===== src/rtl/core/cda_pkg.sv =====
// Shared widths, constants, control types and the month length table for the date advancer.
`default_nettype none

package cda_pkg;

    // Field widths
    localparam int YEAR_W     = 14;
    localparam int MONTH_W    = 4;
    localparam int DAY_W      = 5;
    localparam int DAYNUM_W   = 16;
    localparam int CFG_IDX_W  = 2;
    localparam int CFG_DATA_W = 14;

    // Register indexes on the config channel
    localparam logic [CFG_IDX_W-1:0] REG_START_YEAR  = 2'd0;
    localparam logic [CFG_IDX_W-1:0] REG_START_MONTH = 2'd1;
    localparam logic [CFG_IDX_W-1:0] REG_START_DAY   = 2'd2;

    // Reset values of the start date
    localparam logic [YEAR_W-1:0]  RST_START_YEAR  = 14'd1777;
    localparam logic [MONTH_W-1:0] RST_START_MONTH = 4'd4;
    localparam logic [DAY_W-1:0]   RST_START_DAY   = 5'd30;

    // Calendar constants
    localparam logic [MONTH_W-1:0] MONTH_JAN   = 4'd1;
    localparam logic [MONTH_W-1:0] MONTH_FEB   = 4'd2;
    localparam logic [MONTH_W:0]   MONTHS_YEAR = 5'd12;
    localparam logic [DAY_W-1:0]   DAY_FIRST   = 5'd1;
    localparam logic [DAY_W-1:0]   FEB_DAYS    = 5'd28;
    localparam logic [DAY_W-1:0]   FEB_LEAP    = 5'd29;

    // Year split into century and year-of-century: q = (y * 5243) >> 19 is y / 100
    // for every 14-bit year.
    localparam int QUO_W     = 8;
    localparam int REM_W     = 7;
    localparam int DIV_MUL_W = 13;
    localparam int PROD_W    = YEAR_W + DIV_MUL_W;
    localparam int DIV_SHIFT = 19;
    localparam logic [DIV_MUL_W-1:0] DIV100_MUL = 13'd5243;
    localparam logic [6:0]           HUNDRED    = 7'd100;
    localparam logic [REM_W-1:0]     REM_LAST   = 7'd99;

    // Controller states
    typedef enum logic [4:0] {
        ST_IDLE = 5'b00001,
        ST_DIV  = 5'b00010,
        ST_REM  = 5'b00100,
        ST_RUN  = 5'b01000,
        ST_DONE = 5'b10000
    } t_state;

    // Controller to datapath
    typedef struct packed {
        logic load;   // take start date and count
        logic div;    // year / 100
        logic rem;    // year % 100 and century phase
        logic step;   // advance one day
    } t_dp_cmd;

    // Datapath to controller
    typedef struct packed {
        logic more;   // another day to advance
    } t_dp_status;

    // Days in month; months outside 1..12 have no days
    function automatic logic [DAY_W-1:0] month_length(
        input logic [MONTH_W-1:0] month,
        input logic               leap
    );
        logic [DAY_W-1:0] len;
        case (month)
            4'd1:    len = 5'd31;
            4'd2:    len = leap ? FEB_LEAP : FEB_DAYS;
            4'd3:    len = 5'd31;
            4'd4:    len = 5'd30;
            4'd5:    len = 5'd31;
            4'd6:    len = 5'd30;
            4'd7:    len = 5'd31;
            4'd8:    len = 5'd31;
            4'd9:    len = 5'd30;
            4'd10:   len = 5'd31;
            4'd11:   len = 5'd30;
            4'd12:   len = 5'd31;
            default: len = 5'd0;
        endcase
        return len;
    endfunction

endpackage

`default_nettype wire


===== src/rtl/core/cda_dpath.sv =====
// Datapath: date registers, day counter and incremental leap-year tracking.
`default_nettype none

module cda_dpath import cda_pkg::*; #(
    parameter int COUNT_BITS = 16
) (
    input  wire logic                i_clk,
    input  wire t_dp_cmd             i_cmd,
    input  wire logic [DAYNUM_W-1:0] i_day_number,
    input  wire logic [YEAR_W-1:0]   i_start_year,
    input  wire logic [MONTH_W-1:0]  i_start_month,
    input  wire logic [DAY_W-1:0]    i_start_day,
    output t_dp_status               o_status,
    output logic [YEAR_W-1:0]        o_year,
    output logic [MONTH_W-1:0]       o_month,
    output logic [DAY_W-1:0]         o_day
);

    localparam int LOAD_BITS = (COUNT_BITS < DAYNUM_W) ? COUNT_BITS : DAYNUM_W;

    logic [COUNT_BITS-1:0] r_cnt, n_cnt;
    logic [YEAR_W-1:0]     r_year, n_year;
    logic [MONTH_W-1:0]    r_month, n_month;
    logic [DAY_W-1:0]      r_day, n_day;
    logic [QUO_W-1:0]      r_quo, n_quo;
    logic [REM_W-1:0]      r_rem, n_rem;
    logic [1:0]            r_cent, n_cent;

    logic [COUNT_BITS-1:0] w_count;
    logic [PROD_W-1:0]     w_prod;
    logic [YEAR_W-1:0]     w_hund;
    logic                  w_leap;
    logic [DAY_W:0]        w_day_inc;
    logic [MONTH_W:0]      w_month_inc;
    logic [DAY_W-1:0]      w_len;

    always_comb begin
        w_count                = '0;
        w_count[LOAD_BITS-1:0] = i_day_number[LOAD_BITS-1:0];
    end

    assign w_prod = PROD_W'(r_year) * PROD_W'(DIV100_MUL);
    assign w_hund = YEAR_W'(r_quo) * YEAR_W'(HUNDRED);

    // leap: century years go by the century phase, others by the low year bits
    assign w_leap = (r_rem == '0) ? (r_cent == 2'd0) : (r_year[1:0] == 2'd0);
    assign w_len  = month_length(r_month, w_leap);

    always_comb begin
        n_cnt   = r_cnt;
        n_year  = r_year;
        n_month = r_month;
        n_day   = r_day;
        n_quo   = r_quo;
        n_rem   = r_rem;
        n_cent  = r_cent;
        w_day_inc   = {1'b0, r_day} + 1'b1;
        w_month_inc = {1'b0, r_month};
        if (i_cmd.load) begin
            n_cnt   = w_count;
            n_year  = i_start_year;
            n_month = i_start_month;
            n_day   = i_start_day;
        end
        if (i_cmd.div) begin
            n_quo = w_prod[PROD_W-1 -: QUO_W];
        end
        if (i_cmd.rem) begin
            n_rem  = REM_W'(r_year - w_hund);
            n_cent = r_quo[1:0];
        end
        if (i_cmd.step) begin
            n_cnt = r_cnt - 1'b1;
            if (w_day_inc > {1'b0, w_len}) begin
                n_day       = DAY_FIRST;
                w_month_inc = {1'b0, r_month} + 1'b1;
            end else begin
                n_day = w_day_inc[DAY_W-1:0];
            end
            n_month = w_month_inc[MONTH_W-1:0];
            if (w_month_inc > MONTHS_YEAR) begin
                n_month = MONTH_JAN;
                n_year  = r_year + 1'b1;
                if (r_year == '1) begin
                    // wrap to year zero
                    n_rem  = '0;
                    n_cent = 2'd0;
                end else if (r_rem == REM_LAST) begin
                    n_rem  = '0;
                    n_cent = r_cent + 1'b1;
                end else begin
                    n_rem = r_rem + 1'b1;
                end
            end
        end
    end

    always_ff @(posedge i_clk) begin
        r_cnt   <= n_cnt;
        r_year  <= n_year;
        r_month <= n_month;
        r_day   <= n_day;
        r_quo   <= n_quo;
        r_rem   <= n_rem;
        r_cent  <= n_cent;
    end

    assign o_status.more = (r_cnt > COUNT_BITS'(1));
    assign o_year        = r_year;
    assign o_month       = r_month;
    assign o_day         = r_day;

endmodule

`default_nettype wire


===== config.mk =====
export PLATFORM = sky130hd
export DESIGN_NAME = cda_dpath
export DESIGN_NICKNAME = d
export VERILOG_FILES = /design/src/rtl/core/cda_pkg.sv /design/src/rtl/core/cda_dpath.sv
export SDC_FILE = /design/constraint.sdc
export NUM_CORES = 1
export LEC_CHECK = 0
export ABC_AREA = 1
export BUFFER_PORTS_ARGS = -buffer_cell sky130_fd_sc_hd__buf_2
export CORE_MARGIN = 3
export CORE_UTILIZATION = 56
export DETAILED_ROUTE_END_ITERATION = 8
export PLACE_DENSITY = 0.79
export SKIP_LAST_GASP = 1
export SYNTH_ARGS = -nofsm -noshare
export SYNTH_HDL_FRONTEND = slang
export SYNTH_SLANG_ARGS = --single-unit

===== constraint.sdc =====
create_clock -name i_clk -period 4.5 [get_ports i_clk]
set_input_delay 0.675 -clock i_clk [delete_from_list [all_inputs] [get_ports i_clk]]
set_output_delay 0.675 -clock i_clk [all_outputs]
set_load 0.02 [all_outputs]

==> out/qor.yml <==
min_path:
  whs_path_depth: 3
  hp-class: "reg -> reg"
clock_network:
  cts_tree: "yes"
  clkLatencyLatePin_ns: 0.30
  cts_sinks: 53
  ctsLongestPathBuffers: 2
  cts_buffers: 5
  htree_levels: 2
  cts_hold_buf: 0
  path_clk_slew_ns: 0.08
  cts_root_buffer: "clkbuf_16"
final_layout:
  drive_gt1_frac: 0.172
  area_growth_pct: 12.8
  nFillCells: 1043
  fin_nets: 1158
  fin_area_um2: 7930
  antenna_cells: 0
die:
  design.core.area_um2: 12200
  rows: 40
  die-area_um2: 13900
  start_util: 0.578
  io_pins: 68
  die_h_um: 118
  die_w_um: 118
logic_synthesis:
  synth_largest_area_cell: "ha_1"
  synth.avg_cell_area_um2: 8.25
  synthTopCellsByArea: "ha_1 (20%), fa_1 (18%), edfxtp_1 (13%)"
  synthAdderAreaFrac: 0.384
  yosys_warnings: 0
  synthMuxAreaShare: 0.00142
  synth-simple-area-share: 0.189
  syn-cell-area_um2: 7030
  synth-xor-area-share: 0.0486
  synth-main-ff-cell: "edfxtp_1"
  yosys.area.top_type_share: 0.205
  ys_async_sr_fraction: 0
  synth_top_family_by_area: "adder cells"
  synth-compound-area-share: 0.0757
  postSynthCellCount: 852
  syn-num-nets: 1074
  ys_top_cells_by_count: "inv_1 (170), nand2_1 (153), ha_1 (115)"
  synth-seq-area-share: 0.194
  synth.most_common_cell: "inv_1"
  yosysUniqueCellTypes: 41
  synth-seq-cells: 53
  synth-edff-count: 30
routing:
  dr.pass1.iters: 5
  viasPerCell: 5.25
  drc: 0
  post_drt_wl_per_cell_um: 15.0
  via_count: 5806
  antenna_left: 0
  drtIter0Drc: 591
  drt-total-wl_um: 16600
job:
  cap_violations: 0
status:
  outcome: "complete, no violations"
place:
  dp_hpwl_um: 13500
  place_area_um2: 7670
  port_buffers: 67
  place.gp.congestion: 0.942
worst_setup_path:
  worst_setup_path_end_kind: "flip-flop"
  setup.worst_path.start_class: "flip-flop"
  crit_required_ns: 4.56
  cp_max_fo: 6
  r2r_cells: 16
  path_class: "reg -> reg"
  critPathArrivalTime_ns: 4.36
timing:
  fmax_ghz: 0.232
  hold-worst-slack_ns: 0.602
  period_share: 0.956
  worstMarginPinSlew_ns: 0.787
  slew_headroom: 0.475
  clock_skew_ns: 0.00391
  finalCriticalPeriod_ns: 4.30
  hold_viol: 0
  finalSetupViolations: 0
  drv_slew: 0
grt:
  grt_pass1_wl_um: 27300
  grt_max_degree: 48
  grtUsageTotal: 0.240
  grt_pass1_vias: 5580
  overflow: 0
  antenna_found_initial: 0
## metal layers
metal | vias up | share of wire | track usage
li1 | 2879 | - | -
met5 | - | 0 | 0
met1 | 2758 | 0.46 | 0.352
met2 | 146 | 0.48 | 0.386
met4 | 0 | 0.016 | 0.0476
met3 | 23 | 0.046 | 0.0298
## stage by stage
| step | worst slack (ns) | TNS, ns | cells | util |
|---|---|---|---|---|
| floorplan | 0.00781 | 0 | 852 | - |
| global placement | 0.117 | 0 | 1095 | 0.630 |
| detailed placement | -0.0878 | -0.0878 | 1095 | 0.630 |
| CTS | 0.0170 | 0 | 1103 | 0.643 |
| global route | -0.00754 | -0.00754 | 1105 | 0.652 |
| finish | 0.196 | 0 | 1105 | 0.652 |
## flip-flops by register name, indices dropped and copies added, names as in the netlist
| signal | flops |
|---|---|
| o_month | 4 |
| r_cnt | 16 |
| r_cent | 2 |
| o_year | 14 |
| o_day | 5 |
| r_quo | 5 |
| r_rem | 7 |
## area by class of cell
type | instances | area [um^2] | area share
Clock buffer | 5 | 125 | 0.0158
Clock inverter | 3 | 21.3 | 0.00268
Inverter | 171 | 642 | 0.0810
Multi-Input combinational cell | 609 | 4990 | 0.630
Sequential cell | 53 | 1380 | 0.174
Tap cell | 168 | 210 | 0.0265
Timing Repair Buffer | 96 | 553 | 0.0698
## logic make-up (layout without fill, tap and decap cells)
| kind of cell | Yosys count | in the layout |
|---|---|---|
| compound gates | 95 | 95 |
| xor+xnor | 39 | 39 |
| fa+ha+maj | 178 | 178 |
| buf+inv | 190 | 275 |
| flops | 53 | 53 |
| mux | 1 | 1 |
| simple gates | 296 | 296 |
## cells in the final DEF (no fill, tap or decap), types with 29 or more instances in the layout
master      n
buf_2      67
buf_4      29
edfxtp_1   30
fa_1       63
ha_1      112
inv_1     168
nand2_1   151
nand3_1    46
nor2_1     46
o21ai_0    47
## worst max-delay path: stages (launching register included)
cell and delay, ns:
dfxtp_4 0.38, fa_1 0.48, ha_1 0.29, inv_1 0.04
fa_1 0.47, inv_1 0.05, fa_1 0.53, inv_1 0.05
fa_1 0.52, inv_1 0.04, ha_1 0.32, nand2_2 0.10
nor4_4 0.26, o2111ai_2 0.14, nand3_1 0.15, a21oi_2 0.08
xor2_1 0.14
## final timing paths
kind / to / from / slack [ns]
hold / removal: r_rem[0]$_DFF_P_ / r_rem[0]$_DFF_P_ / 0.60
hold reg to reg: r_rem[0]$_DFF_P_ / r_rem[0]$_DFF_P_ / 0.60
setup / recovery: r_quo[4]$_DFFE_PP_ / o_year[10]$_DFF_P_ / 0.20
setup reg to reg: r_quo[4]$_DFFE_PP_ / o_year[10]$_DFF_P_ / 0.20
## timing repair
action	4_1_cts	5_1_grt
resized for setup	1	31
pin swaps	0	4
setup buffers	0	2
endpoints found under the setup margin	1	5
cloned	0	0
Power is left out: the tool's default activity adds up to more than one toggle a clock period on the data nets, which glitch-free logic cannot reach.
