==> config.mk <==
export PLATFORM = sky130hd
export DESIGN_NAME = cda_ctrl
export DESIGN_NICKNAME = d
export VERILOG_FILES = /design/src/rtl/core/cda_pkg.sv /design/src/rtl/core/cda_ctrl.sv
export SDC_FILE = /design/constraint.sdc
export NUM_CORES = 1
export LEC_CHECK = 0
export BUFFER_PORTS_ARGS = -buffer_cell sky130_fd_sc_hd__buf_2
export CORE_AREA = 2 2 39 41
export CTS_CLUSTER_SIZE = 12
export DETAILED_ROUTE_END_ITERATION = 10
export DIE_AREA = 0 0 41 43
export GPL_TIMING_DRIVEN = 1
export PLACE_DENSITY = 0.53
export SETUP_SLACK_MARGIN = 0.5
export SYNTH_ARGS = -nofsm -noshare
export SYNTH_HDL_FRONTEND = slang
export SYNTH_SLANG_ARGS = --single-unit
==> constraint.sdc <==
create_clock -name i_clk -period 2.3 [get_ports i_clk]
set_clock_uncertainty 0.05 [all_clocks]
set_input_delay 0.115 -clock i_clk [delete_from_list [all_inputs] [get_ports i_clk]]
set_output_delay 0.115 -clock i_clk [all_outputs]
set_load 0.01 [all_outputs]
==> src/rtl/core/cda_pkg.sv <==
// Shared widths, constants, control types and the month length table for the date advancer.
`default_nettype none

package cda_pkg;

    // Field widths
    localparam int YEAR_W     = 14;
    localparam int MONTH_W    = 4;
    localparam int DAY_W      = 5;
    localparam int DAYNUM_W   = 16;
    localparam int CFG_IDX_W  = 2;
    localparam int CFG_DATA_W = 14;

    // Register indexes on the config channel
    localparam logic [CFG_IDX_W-1:0] REG_START_YEAR  = 2'd0;
    localparam logic [CFG_IDX_W-1:0] REG_START_MONTH = 2'd1;
    localparam logic [CFG_IDX_W-1:0] REG_START_DAY   = 2'd2;

    // Reset values of the start date
    localparam logic [YEAR_W-1:0]  RST_START_YEAR  = 14'd1777;
    localparam logic [MONTH_W-1:0] RST_START_MONTH = 4'd4;
    localparam logic [DAY_W-1:0]   RST_START_DAY   = 5'd30;

    // Calendar constants
    localparam logic [MONTH_W-1:0] MONTH_JAN   = 4'd1;
    localparam logic [MONTH_W-1:0] MONTH_FEB   = 4'd2;
    localparam logic [MONTH_W:0]   MONTHS_YEAR = 5'd12;
    localparam logic [DAY_W-1:0]   DAY_FIRST   = 5'd1;
    localparam logic [DAY_W-1:0]   FEB_DAYS    = 5'd28;
    localparam logic [DAY_W-1:0]   FEB_LEAP    = 5'd29;

    // Year split into century and year-of-century: q = (y * 5243) >> 19 is y / 100
    // for every 14-bit year.
    localparam int QUO_W     = 8;
    localparam int REM_W     = 7;
    localparam int DIV_MUL_W = 13;
    localparam int PROD_W    = YEAR_W + DIV_MUL_W;
    localparam int DIV_SHIFT = 19;
    localparam logic [DIV_MUL_W-1:0] DIV100_MUL = 13'd5243;
    localparam logic [6:0]           HUNDRED    = 7'd100;
    localparam logic [REM_W-1:0]     REM_LAST   = 7'd99;

    // Controller states
    typedef enum logic [4:0] {
        ST_IDLE = 5'b00001,
        ST_DIV  = 5'b00010,
        ST_REM  = 5'b00100,
        ST_RUN  = 5'b01000,
        ST_DONE = 5'b10000
    } t_state;

    // Controller to datapath
    typedef struct packed {
        logic load;   // take start date and count
        logic div;    // year / 100
        logic rem;    // year % 100 and century phase
        logic step;   // advance one day
    } t_dp_cmd;

    // Datapath to controller
    typedef struct packed {
        logic more;   // another day to advance
    } t_dp_status;

    // Days in month; months outside 1..12 have no days
    function automatic logic [DAY_W-1:0] month_length(
        input logic [MONTH_W-1:0] month,
        input logic               leap
    );
        logic [DAY_W-1:0] len;
        case (month)
            4'd1:    len = 5'd31;
            4'd2:    len = leap ? FEB_LEAP : FEB_DAYS;
            4'd3:    len = 5'd31;
            4'd4:    len = 5'd30;
            4'd5:    len = 5'd31;
            4'd6:    len = 5'd30;
            4'd7:    len = 5'd31;
            4'd8:    len = 5'd31;
            4'd9:    len = 5'd30;
            4'd10:   len = 5'd31;
            4'd11:   len = 5'd30;
            4'd12:   len = 5'd31;
            default: len = 5'd0;
        endcase
        return len;
    endfunction

endpackage

`default_nettype wire

==> src/rtl/core/cda_ctrl.sv <==
// Controller state machine: sequences load, year split, day stepping and result hand-off.
`default_nettype none

module cda_ctrl import cda_pkg::*; (
    input  wire logic       i_clk,
    input  wire logic       i_rst_n,
    input  wire logic       i_in_valid,
    output logic            o_in_ready,
    input  wire t_dp_status i_status,
    output t_dp_cmd         o_cmd,
    input  wire logic       i_out_free,
    output logic            o_out_load
);

    t_state r_state, n_state;

    always_ff @(posedge i_clk) begin
        if (!i_rst_n) begin
            r_state <= ST_IDLE;
        end else begin
            r_state <= n_state;
        end
    end

    always_comb begin
        n_state    = r_state;
        o_cmd      = '0;
        o_in_ready = 1'b0;
        o_out_load = 1'b0;
        case (r_state)
            ST_IDLE: begin
                o_in_ready = 1'b1;
                if (i_in_valid) begin
                    o_cmd.load = 1'b1;
                    n_state    = ST_DIV;
                end
            end
            ST_DIV: begin
                o_cmd.div = 1'b1;
                n_state   = ST_REM;
            end
            ST_REM: begin
                o_cmd.rem = 1'b1;
                n_state   = ST_RUN;
            end
            ST_RUN: begin
                if (i_status.more) begin
                    o_cmd.step = 1'b1;
                end else begin
                    n_state = ST_DONE;
                end
            end
            ST_DONE: begin
                if (i_out_free) begin
                    o_out_load = 1'b1;
                    n_state    = ST_IDLE;
                end
            end
            default: begin
                n_state = ST_IDLE;
            end
        endcase
    end

endmodule

`default_nettype wire

==> impl_metrics.py, run 1 <==
metrics = {
    "floorplanning": {
        "die_area_mm2": 0.001763,
        "die_x_um": 41,
        "core_area_mm2": 0.001384,
        "rows": 14,
        "io_pins": 11,
        "initial_core_util": 0.2007,
        "die_y_um": 43,
    },
    "yosys": {
        "ys_warn_count": 0,
        "synthTopCellsByCount": "dfxtp_1, inv_1, nor2_1",
        "async_reset_ff_frac": 0,
        "yosys-top-cells-area": "dfxtp_1, inv_1, nor2_1",
        "synth_area_um2": 277.8,
        "yosysTopAreaCell": "dfxtp_1",
        "synth-seq-area-share": 0.3604,
        "synth.distinct_cells": 21,
        "syn-num-nets": 39,
        "ys_ff_latch": 5,
        "dominantRegCellSynth": "dfxtp_1",
        "synth_top_area_share": 0.3604,
        "synth_most_common_cell": "dfxtp_1",
        "syn_avg_cell_area_um2": 8.170,
        "synth_edf_count": 0,
        "synthCells": 34,
    },
    "finish": {
        "multi_input_area_um2": 172.7,
        "final_util": 0.2975,
        "top_regs": "r_state: 5 flops",
        "antenna_cells": 0,
        "seq_area_um2": 105.1,
        "registers.top_by_ff_count": "r_state",
        "final_nets": 57,
        "syn2layout_area_growth_pct": 48.20,
        "fillerInstances": 152,
        "final_area_um2": 411.6,
        "drive_gt1_frac": 0.4510,
        "largest_reg_flops": 5,
    },
    "power": {
        "worst_ir_drop_vdd_v": 0.0003446,
        "p_per_area_mw_per_mm2": 610.6,
        "p_leak_nw": 0.2038,
    },
    "drt": {
        "drc": 0,
        "drt-initial-drc-count": 3,
        "viasPerCell": 4.746,
        "wl_per_cell_um": 10.81,
        "detail_route.first_pass.iterations": 4,
        "vias": 318,
        "ant_nets": 0,
        "wl_um": 724,
    },
    "global_routing": {
        "grt_usage": 0.09538,
        "first_global_vias": 271,
        "gr-total-overflow": 0,
        "antenna_found_initial": 0,
        "grt_max_degree": 9,
        "grt_pass1_wl_um": 1055,
    },
    "clock_tree": {
        "cts_tree": "built",
        "cts_buffers": 3,
        "clock_latency_ns": 0.25,
        "clock-sinks": 5,
        "cts.htree.levels": 1,
        "clk_pin_slew_ns": 0.04,
        "cts_root_buffer": "clkbuf_4",
        "clock_path_buffers": 2,
    },
    "sta": {
        "fmax_ghz": 0.5571,
        "setup_total_negative_slack_ns": 0,
        "setup_viol_count_final": 0,
        "whs_ns": 0.04380,
        "max_slew_margin": 0.6077,
        "period_share": 0.7804,
        "rsz0062_at_grt": "yes",
        "final_max_slew_viol_count": 0,
        "hold_viol_final": 0,
        "tightest_slew_ns": 0.5808,
        "min_period_ns": 1.795,
    },
    "place": {
        "dpl_cell_area_um2": 347.8,
        "port_buffers": 10,
        "routabilityCongestion": 0.8163,
    },
    "worst_setup_path": {
        "crit_type": "reg -> out",
        "rr_endpoint": "r_state[0]$_SDFFE_PN1P_",
        "crit_family": "simple AND/OR/NAND/NOR gates",
        "slowest_delay_ns": 0.39,
        "cpMaxStageDelayCell": "or3_4",
        "start_kind": "flop",
        "rr_worst_depth": 3,
        "arrival_ns": 1.63,
        "path_common_cell": "or3_4",
        "timing.critical_path.buf_inv": 2,
        "r2r_start": "r_state[3]$_SDFFE_PN0P_",
        "crit_required_ns": 2.13,
        "reg2reg_setup_slack_ns": 0.61,
        "path_max_fanout": 6,
        "worstPathCellList": "or3_4 > or3_4 > inv_2 > and2_1 > buf_2",
        "end_kind": "output port",
    },
    "min_path": {
        "worstHoldEndpoint": "r_state[3]$_SDFFE_PN0P_",
        "hp-class": "in -> reg",
        "hold_start": "i_rst_n",
        "hold_depth": 2,
    },
    "job": {
        "maxCapViolCount": 0,
    },
    "status": {
        "status": "complete, no violations",
    },
}
cells by family after synthesis:
| group | Yosys count | synth area share |
|---|---|---|
| compound gates | 6 | 0.1577 |
| flops | 5 | 0.3604 |
| buf+inv | 4 | 0.05404 |
| xor+xnor | 1 | 0.03154 |
| simple gates | 18 | 0.3964 |
area by class of cell:
cell class / count / share of cell area
Sequential cell: 5 / 0.2553
Multi-Input combinational cell: 25 / 0.4195
Tap cell: 16 / 0.04863
Clock buffer: 4 / 0.06383
Timing Repair Buffer: 13 / 0.1763
Inverter: 4 / 0.03647
metal layers:
metal	share of wire	up-vias	GRT usage
met1	0.39	147	0.09325
met5	0	-	0
met2	0.50	12	0.1313
met4	0.032	0	0.1000
li1	-	155	-
met3	0.073	4	0.04712
report_power, final:
part	switching, W	leakage, nW	internal (W)
clock network	0.0000399	0.0150	0.0000658
logic	0.0000212	0.147	0.0000288
registers	0.00000565	0.0421	0.0000899
worst max-delay path by stage:
| stage | start | to | slack (ns) | cells after the start |
|---|---|---|---|---|
| after floorplan | r_state[3]$_SDFFE_PN0P_ | r_state[0]$_SDFFE_PN1P_ | 0.69 | 3 |
| after global placement | r_state[3]$_SDFFE_PN0P_ | r_state[0]$_SDFFE_PN1P_ | 0.66 | 3 |
| after detailed placement | r_state[3]$_SDFFE_PN0P_ | r_state[0]$_SDFFE_PN1P_ | 0.63 | 3 |
| after CTS | r_state[2]$_SDFFE_PN0P_ | o_cmd[3] | 0.50 | 5 |
| after global routing | r_state[2]$_SDFFE_PN0P_ | o_cmd[3] | 0.43 | 5 |
| final | r_state[2]$_SDFFE_PN0P_ | o_cmd[3] | 0.51 | 5 |
stage by stage:
step	instances	worst slack, ns	total power [W]
after floorplan	34	0.6906	0.0001206
after global placement	60	0.6581	0.0001342
after detailed placement	60	0.6331	0.0001343
after CTS	64	0.5007	0.0002398
after global routing	67	0.4300	0.0002696
final	67	0.5051	0.0002513
layout by cell type (no fill, tap or decap):
cell type / instances
inv_1: 3
or4b_4: 1
xor2_1: 1
nor2_1: 4
buf_2: 10
o41ai_1: 1
nand2_1: 1
dfxtp_1: 3
and3_1: 1
clkbuf_1: 1
nor2b_1: 1
nor3_1: 2
or3_4: 3
and2_1: 1
nor3b_1: 1
dfxtp_2: 1
nand3b_1: 1
o21ai_0: 1
o21a_1: 1
dfxtp_4: 1
buf_4: 3
a41o_1: 1
inv_2: 1
clkbuf_4: 3
nand3_1: 2
o211ai_1: 1
a21oi_1: 1
repair_timing:
| item | in CTS | in global routing |
|---|---|---|
| buffers inserted | 0 | 3 |
| hold buffers | 0 | 0 |
| pin swaps | 0 | 0 |
| gates resized for setup | 3 | 3 |
| endpoints found under the setup margin | 1 | 1 |
Note: power is estimated with default switching activity, not from simulation.
==> run 2: changes to the inputs <==
- clock period: 2.3 -> 1.9 ns (I/O delays scaled with it)
==> run 2 against run 1 <==
Net effect:
- clock power is 14% higher
- via count rose by 6.0%
- final cell count is 7.5% higher
- cell area up 21%
- critical path depth did not move
- critical path type unchanged
- critical endpoint unchanged
- highest routed layer unchanged
==> impl_metrics.py, run 2 (synthesis gave the netlist of run 1 again) <==
metrics = {
    "status": {
        "status": "complete, no violations",
    },
    "floorplanning": {
        "rows": 14,
        "die_area_mm2": 0.001763,
        "io_pins": 11,
        "die_x_um": 41,
        "core_area_mm2": 0.001384,
        "initial_core_util": 0.2007,
        "die_y_um": 43,
    },
    "sta": {
        "max_slew_margin": 0.5797,
        "fmax_ghz": 0.5806,
        "period_share": 0.9065,
        "min_period_ns": 1.722,
        "setup_viol_count_final": 0,
        "whs_ns": 0.03625,
        "hold_viol_final": 0,
        "tightest_slew_ns": 0.6223,
        "final_max_slew_viol_count": 0,
        "rsz0062_at_grt": "yes",
        "setup_total_negative_slack_ns": 0,
    },
    "drt": {
        "drc": 0,
        "wl_per_cell_um": 10.56,
        "detail_route.first_pass.iterations": 4,
        "viasPerCell": 4.681,
        "ant_nets": 0,
        "vias": 337,
        "wl_um": 760,
        "drt-initial-drc-count": 1,
    },
    "worst_setup_path": {
        "slowest_delay_ns": 0.38,
        "start_kind": "flop",
        "cpMaxStageDelayCell": "or3_4",
        "worstPathCellList": "or3_4 > or3_4 > inv_2 > and2_4 > buf_6",
        "path_common_cell": "or3_4",
        "end_kind": "output port",
        "path_max_fanout": 2,
        "arrival_ns": 1.58,
        "crit_type": "reg -> out",
        "crit_required_ns": 1.75,
    },
    "clock_tree": {
        "cts_tree": "built",
        "clk_pin_slew_ns": 0.04,
        "clock-sinks": 5,
        "clock_latency_ns": 0.24,
        "cts_root_buffer": "clkbuf_4",
        "cts.htree.levels": 1,
        "cts_buffers": 3,
        "clock_path_buffers": 2,
    },
    "global_routing": {
        "antenna_found_initial": 0,
        "grt_max_degree": 8,
        "grt_pass1_wl_um": 1152,
        "gr-total-overflow": 0,
        "first_global_vias": 304,
        "grt_usage": 0.09548,
    },
    "power": {
        "power_w": 0.0003165,
        "p_leak_nw": 0.2384,
        "worst_ir_drop_vdd_v": 0.0002838,
        "p_per_area_mw_per_mm2": 634.1,
    },
    "finish": {
        "mostFrequentLayoutCells": "buf_2, buf_4, nor2_1, buf_6",
        "largest_reg_flops": 5,
        "top_regs": "r_state: 5 flops",
        "layout_commonest_cell": "buf_2",
        "antenna_cells": 0,
        "fillerInstances": 144,
        "syn2layout_area_growth_pct": 79.73,
        "final_nets": 62,
        "multi_input_area_um2": 195.2,
        "registers.top_by_ff_count": "r_state",
        "seq_area_um2": 112.6,
        "drive_gt1_frac": 0.6071,
    },
    "place": {
        "routabilityCongestion": 0.7446,
        "port_buffers": 10,
        "hpwl_um": 460.8,
    },
    "min_path": {
        "hp-class": "in -> reg",
    },
    "job": {
        "maxCapViolCount": 0,
    },
}
## run 2: what timing repair did
action,4_1_cts,5_1_grt
buffers inserted,4,4
hold buffers,0,0
hold endpoints to repair,0,0
resized for setup,10,4
pin swaps,3,4
setup endpoints to repair,8,9
## run 2: path summary, 6_finish.rpt
| kind | start | endpoint | slack, ns | cells after the start |
|---|---|---|---|---|
| worst max-delay path | r_state[4]$_SDFFE_PN0P_ | o_cmd[3] | 0.18 | 5 |
| worst min-delay path | i_rst_n | r_state[3]$_SDFFE_PN0P_ | 0.04 | 2 |
| worst max register to register | r_state[3]$_SDFFE_PN0P_ | r_state[0]$_SDFFE_PN1P_ | 0.21 | 3 |
| worst min register to register | r_state[1]$_SDFFE_PN0P_ | r_state[2]$_SDFFE_PN0P_ | 0.50 | 2 |
## run 2: cell type report
| type | instances | share of cell area |
|---|---|---|
| clock buffers | 4 | 0.05263 |
| inverters | 4 | 0.03008 |
| multi-input cells | 25 | 0.3910 |
| flip-flops and latches | 5 | 0.2256 |
| well taps | 16 | 0.04010 |
| repair buffers | 18 | 0.2607 |
## run 2: routing by layer
| layer | GRT usage | up-vias | routed length (µm) |
|---|---|---|---|
| met1 | 0.1161 | 156 | 286 |
| met4 | 0.06000 | 0 | 30 |
| met3 | 0.01571 | 4 | 34 |
| met2 | 0.1469 | 10 | 409 |
| met5 | 0 | - | 0 |
| li1 | - | 167 | - |
## run 2: power breakdown
group | switching, W | internal, W
Sequential | 0.00000545 | 0.000107
Clock | 0.0000415 | 0.0000793
Combinational | 0.0000333 | 0.0000503
Total | 0.0000802 | 0.000236
## run 2: worst max-delay path: cells and delay by family (launching register included)
| kind | cells | cell delay, ns |
|---|---|---|
| buffers and inverters | 2 | 0.16 |
| and+or+nand+nor | 3 | 0.85 |
| DFF | 1 | 0.33 |
## run 2: stage by stage
step                      instances    util  cell area, µm²  worst slack, ns
after floorplan                  34       -           287.8           0.3751
after global placement           60  0.2586           357.8           0.3281
after detailed placement         60  0.2586           357.8           0.3182
after CTS                        68  0.3273           452.9           0.1800
after global routing             72  0.3608           499.2           0.1446
final                            72  0.3608           499.2           0.1776
